===== config.mk =====
export PLATFORM = sky130hd
export DESIGN_NAME = three_level_priority_queue_top
export DESIGN_NICKNAME = d
export VERILOG_FILES = /design/src/sv/tlpq_pkg.sv /design/src/sv/tlpq_fifo.sv /design/src/sv/three_level_priority_queue_top.sv
export SDC_FILE = /design/constraint.sdc
export NUM_CORES = 2
export LEC_CHECK = 0
export BUFFER_PORTS_ARGS = -buffer_cell sky130_fd_sc_hd__buf_2
export CORE_AREA = 8 8 403 405
export CTS_BUF_LIST = sky130_fd_sc_hd__clkbuf_8
export DETAILED_ROUTE_END_ITERATION = 16
export DIE_AREA = 0 0 411 413
export HOLD_SLACK_MARGIN = 0.12
export PLACE_DENSITY_LB_ADDON = 0.3
export REMOVE_ABC_BUFFERS = 1
export SLEW_MARGIN = 20
export SYNTH_ARGS = -nofsm -noshare
export SYNTH_HDL_FRONTEND = slang
export SYNTH_SLANG_ARGS = --single-unit

===== constraint.sdc =====
create_clock -name clk -period 5.05 [get_ports clk]
set_clock_uncertainty 0.1 [all_clocks]
set_input_delay 1.515 -clock clk [delete_from_list [all_inputs] [get_ports clk]]
set_output_delay 1.515 -clock clk [all_outputs]
set_load 0.01 [all_outputs]

===== src/sv/tlpq_pkg.sv =====
`default_nettype none
// ----------------------------------------------------------------------------
// tlpq_pkg: shared definitions for the three-level priority queue
// Sizes, action and level codes, queue status type and pointer helper.
// ----------------------------------------------------------------------------
package tlpq_pkg;

	localparam int QUEUE_DEPTH = 16;
	localparam int WORD_BITS   = 32;
	localparam int FIELD_BITS  = 32;
	localparam int DATA_W      = (WORD_BITS < FIELD_BITS) ? WORD_BITS : FIELD_BITS;
	localparam int PTR_W       = (QUEUE_DEPTH > 1) ? $clog2(QUEUE_DEPTH) : 1;
	localparam int CNT_W       = $clog2(QUEUE_DEPTH + 1);
	localparam int NUM_LEVELS  = 3;
	localparam int CTR_W       = 32;

	typedef enum logic [1:0] {
		ACT_PUSH  = 2'd0,
		ACT_POP   = 2'd1,
		ACT_CLEAR = 2'd2,
		ACT_READ  = 2'd3
	} action_t;

	typedef enum logic [1:0] {
		LVL_HIGH = 2'd0,
		LVL_MID  = 2'd1,
		LVL_LOW  = 2'd2
	} level_t;

	typedef struct packed {
		logic empty;
		logic full;
	} fifo_stat_t;

	function automatic logic [PTR_W-1:0] next_ptr(input logic [PTR_W-1:0] p);
		logic [PTR_W-1:0] r;
		if (p == PTR_W'(QUEUE_DEPTH - 1)) begin
			r = '0;
		end else begin
			r = p + 1'b1;
		end
		return r;
	endfunction

endpackage
`default_nettype wire


===== src/sv/tlpq_fifo.sv =====
`default_nettype none
// ----------------------------------------------------------------------------
// tlpq_fifo: one priority level's packet queue
// Circular register file with head and tail pointers and a fill count.
// ----------------------------------------------------------------------------
module tlpq_fifo import tlpq_pkg::*; (
	input  logic              clk,
	input  logic              arst_n,
	input  logic              push,
	input  logic              pop,
	input  logic [DATA_W-1:0] wdata,
	output logic [DATA_W-1:0] rdata,
	output fifo_stat_t        stat
);

	logic [DATA_W-1:0] store_q [QUEUE_DEPTH];
	logic [PTR_W-1:0]  head_q;
	logic [PTR_W-1:0]  tail_q;
	logic [CNT_W-1:0]  fill_q;

	always_ff @(posedge clk) begin
		if (push) begin
			store_q[tail_q] <= wdata;
		end
	end

	always_ff @(posedge clk or negedge arst_n) begin
		if (!arst_n) begin
			head_q <= '0;
			tail_q <= '0;
			fill_q <= '0;
		end else begin
			if (push) begin
				tail_q <= next_ptr(tail_q);
			end
			if (pop) begin
				head_q <= next_ptr(head_q);
			end
			case ({push, pop})
				2'b10:   fill_q <= fill_q + 1'b1;
				2'b01:   fill_q <= fill_q - 1'b1;
				default: fill_q <= fill_q;
			endcase
		end
	end

	assign rdata      = store_q[head_q];
	assign stat.empty = (fill_q == '0);
	assign stat.full  = (fill_q == CNT_W'(QUEUE_DEPTH));

endmodule
`default_nettype wire


===== src/sv/three_level_priority_queue_top.sv =====
`default_nettype none
// ----------------------------------------------------------------------------
// three_level_priority_queue_top: strict-priority queue of packet words
// Request channel (req_valid/req_stall) carries action, priority_req and
// payload. A push stores the word in the high, mid or low queue; a pop takes
// the oldest word of the highest non-empty queue; a clear zeroes the counters;
// a read only reports them. Each request transaction yields exactly one
// response transaction on rsp_valid/rsp_stall with ok, payload_out,
// served_level and the four counters after the update.
// A request is registered on acceptance and processed into the response
// register when that register is free, and one transaction is taken every
// cycle while rsp_stall does not hold the response. The queue pointers and
// fill counts are updated between the request and response registers.
// When rsp_stall holds the response, the registered request waits and
// req_stall rises until the response is taken; no state changes meanwhile.
// Reset empties all queues and zeroes the counters; stored words are not
// cleared, and no pipeline stage holds a transaction after reset.
// ----------------------------------------------------------------------------
module three_level_priority_queue_top import tlpq_pkg::*; (
	input  logic        clk,
	input  logic        arst_n,
	input  logic        req_valid,
	output logic        req_stall,
	input  logic [1:0]  action,
	input  logic [1:0]  priority_req,
	input  logic [31:0] payload,
	output logic        rsp_valid,
	input  logic        rsp_stall,
	output logic        ok,
	output logic [31:0] payload_out,
	output logic [1:0]  served_level,
	output logic [31:0] added_low,
	output logic [31:0] added_mid,
	output logic [31:0] added_high,
	output logic [31:0] served_total
);

	logic              valid_s1;
	logic [1:0]        action_s1;
	logic [1:0]        prio_s1;
	logic [DATA_W-1:0] payload_s1;

	logic              rsp_valid_q;
	logic              ok_q;
	logic [31:0]       payload_out_q;
	logic [1:0]        served_level_q;
	logic [CTR_W-1:0]  added_q [NUM_LEVELS];
	logic [CTR_W-1:0]  served_q;

	logic              advance;
	logic              take_req;
	logic [NUM_LEVELS-1:0] push_go;
	logic [NUM_LEVELS-1:0] pop_go;
	logic [DATA_W-1:0] rdata [NUM_LEVELS];
	fifo_stat_t        stat [NUM_LEVELS];

	logic              pop_found;
	level_t            pop_level;
	logic              is_push;
	logic              is_pop;
	logic              is_clear;

	assign advance   = valid_s1 && (!rsp_valid_q || !rsp_stall);
	assign req_stall = valid_s1 && !advance;
	assign take_req  = req_valid && !req_stall;

	always_ff @(posedge clk or negedge arst_n) begin
		if (!arst_n) begin
			valid_s1 <= 1'b0;
		end else if (take_req) begin
			valid_s1 <= 1'b1;
		end else if (advance) begin
			valid_s1 <= 1'b0;
		end
	end

	always_ff @(posedge clk) begin
		if (take_req) begin
			action_s1  <= action;
			prio_s1    <= priority_req;
			payload_s1 <= payload[DATA_W-1:0];
		end
	end

	assign is_push  = (action_s1 == ACT_PUSH);
	assign is_pop   = (action_s1 == ACT_POP);
	assign is_clear = (action_s1 == ACT_CLEAR);

	always_comb begin
		pop_found = 1'b1;
		pop_level = LVL_HIGH;
		if (!stat[LVL_HIGH].empty) begin
			pop_level = LVL_HIGH;
		end else if (!stat[LVL_MID].empty) begin
			pop_level = LVL_MID;
		end else if (!stat[LVL_LOW].empty) begin
			pop_level = LVL_LOW;
		end else begin
			pop_found = 1'b0;
		end
	end

	for (genvar i = 0; i < NUM_LEVELS; i++) begin : g_level
		assign push_go[i] = advance && is_push && (prio_s1 == 2'(i)) && !stat[i].full;
		assign pop_go[i]  = advance && is_pop && pop_found && (pop_level == 2'(i));

		tlpq_fifo u_fifo (
			.clk    (clk),
			.arst_n (arst_n),
			.push   (push_go[i]),
			.pop    (pop_go[i]),
			.wdata  (payload_s1),
			.rdata  (rdata[i]),
			.stat   (stat[i])
		);

		always_ff @(posedge clk or negedge arst_n) begin
			if (!arst_n) begin
				added_q[i] <= '0;
			end else if (advance && is_clear) begin
				added_q[i] <= '0;
			end else if (push_go[i]) begin
				added_q[i] <= added_q[i] + 1'b1;
			end
		end
	end

	always_ff @(posedge clk or negedge arst_n) begin
		if (!arst_n) begin
			served_q <= '0;
		end else if (advance && is_clear) begin
			served_q <= '0;
		end else if (|pop_go) begin
			served_q <= served_q + 1'b1;
		end
	end

	always_ff @(posedge clk or negedge arst_n) begin
		if (!arst_n) begin
			rsp_valid_q <= 1'b0;
		end else if (advance) begin
			rsp_valid_q <= 1'b1;
		end else if (!rsp_stall) begin
			rsp_valid_q <= 1'b0;
		end
	end

	always_ff @(posedge clk) begin
		if (advance) begin
			ok_q <= (|push_go) || (|pop_go);
			if (is_pop && pop_found) begin
				payload_out_q  <= 32'(rdata[pop_level]);
				served_level_q <= pop_level;
			end else begin
				payload_out_q  <= '0;
				served_level_q <= LVL_HIGH;
			end
		end
	end

	assign rsp_valid    = rsp_valid_q;
	assign ok           = ok_q;
	assign payload_out  = payload_out_q;
	assign served_level = served_level_q;
	assign added_high   = added_q[LVL_HIGH];
	assign added_mid    = added_q[LVL_MID];
	assign added_low    = added_q[LVL_LOW];
	assign served_total = served_q;

	a_fail_is_blank: assert property (@(posedge clk) disable iff (!arst_n)
		rsp_valid && !ok |-> payload_out == '0 && served_level == LVL_HIGH)
		else $error("failed response carries data or a level");

	a_one_queue_op: assert property (@(posedge clk) disable iff (!arst_n)
		$countones({push_go, pop_go}) <= 1)
		else $error("more than one queue operation in a cycle");

	a_counters_hold: assert property (@(posedge clk) disable iff (!arst_n)
		!advance |=> $stable(served_q) && $stable(added_q[LVL_HIGH]))
		else $error("counter changed without a processed transaction");

	a_queue_sane: assert property (@(posedge clk) disable iff (!arst_n)
		!(stat[LVL_HIGH].empty && stat[LVL_HIGH].full)
		&& !(stat[LVL_LOW].empty && stat[LVL_LOW].full))
		else $error("queue reports empty and full at once");

endmodule
`default_nettype wire

==> run summary <==
The core outline area is 156,000 µm². After synthesis the netlist holds a flip-flop and latch count of 1,776. Counting I/O delays and the setup requirement, the final critical path takes 3.88 ns. After clock tree synthesis, the clock-pin slew on the worst setup and hold paths is 0.07 ns. The number of nets in the finished design is 4,080.

Global routing finished with a remaining overflow of 0. Data arrives at the worst endpoint at 4.63 ns. The number of enable flip-flop cells after synthesis came out at 1,607. The sum of net half-perimeters after detailed placement came out at 97,200 µm.

The mean area per synthesized cell is 19.6 µm². The post-cts repair resize count came out at 0. The maximum count of clock buffers along a single path is 4.

The final hold slack came out at 0.360 ns. For this design the total switching power over the nets is 8.57 mW. The utilization of the core after routing is 51.0%. The netlist area before placement is 69,500 µm². The proportion of register bits with asynchronous set or reset after synthesis came out at 9.52%. After detailed routing, the total wire length is 167,000 µm. The global placer's final weighted congestion is 0.785. The via total after detailed routing came out at 36,200.

The number of setup violations in the final report came out at 0. The insertion delay of the later-clocked pin in the worst-skew pair came out at 0.98 ns. Ranked by total cell area, the synthesized netlist is headed by edfxtp_1 (69%), mux4_2 (12%), dfrtp_1 (6.1%), mux2i_1 (1.5%), a22oi_1 (0.99%). The die extent in x is 411 µm. The area growth from synthesis to layout came out at 14.2%.

The sequential area share after synthesis came out at 75.5%. Counting the buffers created by CTS gives 301. The type of destination of the critical path is a register. At the pin with the least slew margin, the transition time is 1.04 ns. The max-slew violation count came out at 0. The area share of the leading cell type in the synthesized netlist is 69.4%. Counting the fill cells in the layout gives 12,500. After detailed routing, the number of remaining DRC violations is 0.

The number of setup buffers added after CTS came out at 0. The power share of the combinational group is 14.4%. After detailed routing, the average wire length per cell comes to 26.6 µm.

The final hold violation count was 0. 205 I/O pins were placed. The number of sinks on the clock net is 1,776. The run finished with clean final reports.

The worst setup path is of the reg -> reg kind. The number of hold buffers added after CTS is 0. TritonCTS built the clock tree. The clock share of power is 35.1%. The worst relative slew slack is 30.6%. The floorplan die area came out at 170,000 µm². The overall die height came out at 413 µm. The violation count after the first detailed-route iteration is 3,438. Net switching is 25.9% of the power.

The post-synthesis cell type count came out at 65. Among all cell types in the netlist, the one instantiated most often is edfxtp_1. In this run the static leakage power is 26.5 nW.

The final clock period utilization by the worst path came out at 76.8%. The floorplan row count is 145. After synthesis, the most frequently instantiated cells are edfxtp_1 (1,607), mux4_2 (363), dfrtp_1 (169). The kind of launch point of the worst setup path is a register.

The synthesized design spends more area on one cell type than any other, namely edfxtp_1. The worst-path maximum fanout came out at 7. The average vias per placed instance came out at 5.77. The global-route wire length before repair came out at 244,000 µm. The initial antenna violation count is 14. The tree is rooted in a clkbuf_8. The total track usage is 19.3%. The starting density of the core came out at 44.7%. The synthesized instance count is 3,553. The tightest min-delay check is of the reg -> reg type. The post-detailed-route count of antenna-violating nets came out at 0. The fraction of final layout cells sized beyond drive strength 1 came out at 27.2%. The number of global-route vias before repair came out at 36,500. The dominant synthesized flop cell is edfxtp_1. The CTS H-tree depth is 5. The required time of the critical path came out at 5.80 ns. IR analysis of the VDD net gives a maximum drop of 0.000455 V. The sequential share of power came out at 50.5%. The areal power density over the cells came out at 416 nW/µm².

Derived from the worst setup path, the maximum achievable clock frequency is 0.258 GHz. The max-capacitance violation count came out at 0. The maximum number of pins on one net before global-route repair came out at 124. The cell-internal power is 24.5 mW.

The first detailed-routing pass took 5 iterations. In this run the tool buffered the top-level ports with 204 buffer cells. Setup repair after global routing left no endpoint under its margin. The warning count from the yosys run came out at 0.
## placed cells by master, fill, tap and decap left out, types with 11 or more instances in the layout
master	netlist	final
buf_2	16	203
a21oi_1	122	122
o31ai_1	34	34
nor3_1	23	11
nand2_1	93	93
nand4_1	43	43
edfxtp_1	1607	1607
nor2_4	0	29
nand3_1	53	53
a22oi_1	92	92
dfrtp_1	169	161
a221oi_1	50	50
buf_4	0	116
clkbuf_8	0	320
a211o_1	25	25
nor4_1	22	18
nor3_2	0	12
nor2_1	129	97
and4_1	15	15
inv_1	43	141
nand2b_1	11	11
or4_1	35	35
buf_12	0	21
ha_1	31	31
clkinv_1	2	50
or3_1	18	18
mux2i_1	107	107
clkinv_2	0	19
and3_1	17	17
a211oi_1	12	12
xor2_1	42	42
mux4_2	363	363
o21ai_0	62	62
xnor2_1	49	49
## metal layers
metal	global-route usage, %	share of wire [%]
met3	4.25	7.4
met5	0	0.0078
met2	30.5	48
met1	27.2	43
met4	5.65	2.3
## layout make-up
class | instances | area (µm²) | area share, %
multi-input combinational | 1540 | 16500 | 20.8
sequential | 1776 | 52500 | 66.1
tap | 2058 | 2570 | 3.24
clock inverter | 180 | 903 | 1.14
timing repair buffer | 341 | 2320 | 2.92
inverter | 47 | 176 | 0.222
clock buffer | 319 | 4390 | 5.53
antenna | 10 | 25.0 | 0.0315
## state kept, by name, summed over array words and instances (netlist names), 2 cells and up
name,count
added_high,32
g_level.u_fifo.store_q,1536
prio_s1,2
action_s1,2
served_level,2
added_mid,32
served_total,32
g_level.u_fifo.tail_q,12
g_level.u_fifo.fill_q,15
added_low,32
g_level.u_fifo.head_q,12
payload_s1,32
payload_out,32
## kinds of logic (layout without fill, tap and decap cells)
logic type,count (synthesis),in the layout,share of synthesized area (%)
flip-flops,1776,1776,75.5
AND/OR/NAND/NOR,490,490,3.62
multiplexers,479,479,13.4
AO/OA/AOI/OAI,447,447,4.40
buffers and inverters,237,887,1.31
XOR/XNOR,91,91,1.15
adder cells (fa/ha/maj),33,33,0.615
other,0,10,0
## power groups by stage
stage | sequential [mW] | combinational (mW) | clock, mW
finish | 16.7 | 4.75 | 11.6
global route | 16.7 | 5.09 | 12.5
floorplan | 17.5 | 3.00 | 0
detailed placement | 17.0 | 4.78 | 0
CTS | 16.7 | 4.80 | 11.9
global placement | 17.0 | 4.76 | 0
## critical path: stages, from the launching register on
cell	delay, ns
dfrtp_1	0.44
or4_1	0.64
a211oi_1	0.52
buf_4	0.29
nand2_1	0.09
inv_1	0.14
nand2_1	0.09
inv_1	0.15
ha_1	0.32
ha_1	0.32
a21o_1	0.17
a21oi_1	0.17
xor2_1	0.16
nor2_1	0.07
xnor2_1	0.13
## metrics by stage
| step | setup slack (ns) | cells | cell area [µm²] | total power, mW | TNS, ns |
|---|---|---|---|---|---|
| 6_report | 1.17 | 6271 | 79400 | 33.0 | 0 |
| 5_1_grt | 0.897 | 6266 | 79400 | 34.3 | 0 |
| 4_1_cts | 1.22 | 6261 | 79400 | 33.4 | 0 |
| 3_5_place_dp | 0.577 | 5762 | 74100 | 21.8 | 0 |
| 3_3_place_gp | 0.679 | 5762 | 74100 | 21.7 | 0 |
| 2_1_floorplan | -4.11 | 3363 | 68800 | 20.5 | -1303.85 |
## worst paths after layout
kind                            slack [ns]                                    start  depth (start not counted)                                      end
min in group asynchronous             0.57                                   arst_n                          1                added_mid[27]$_DFFE_PN0P_
worst max-delay path                  1.17  g_level[0].u_fifo.fill_q[0]$_DFFE_PN0P_                         14  g_level[1].u_fifo.fill_q[4]$_DFFE_PN0P_
worst max register to register        1.17  g_level[0].u_fifo.fill_q[0]$_DFFE_PN0P_                         14  g_level[1].u_fifo.fill_q[4]$_DFFE_PN0P_
worst min register to register        0.36                     valid_s1$_DFFE_PN0P_                          1                    rsp_valid$_DFFE_PN0P_
worst min-delay path                  0.36                     valid_s1$_DFFE_PN0P_                          1                    rsp_valid$_DFFE_PN0P_
max in group asynchronous             3.14                                   arst_n                          2                added_low[12]$_DFFE_PN0P_
(Power assumes the default switching activity.)
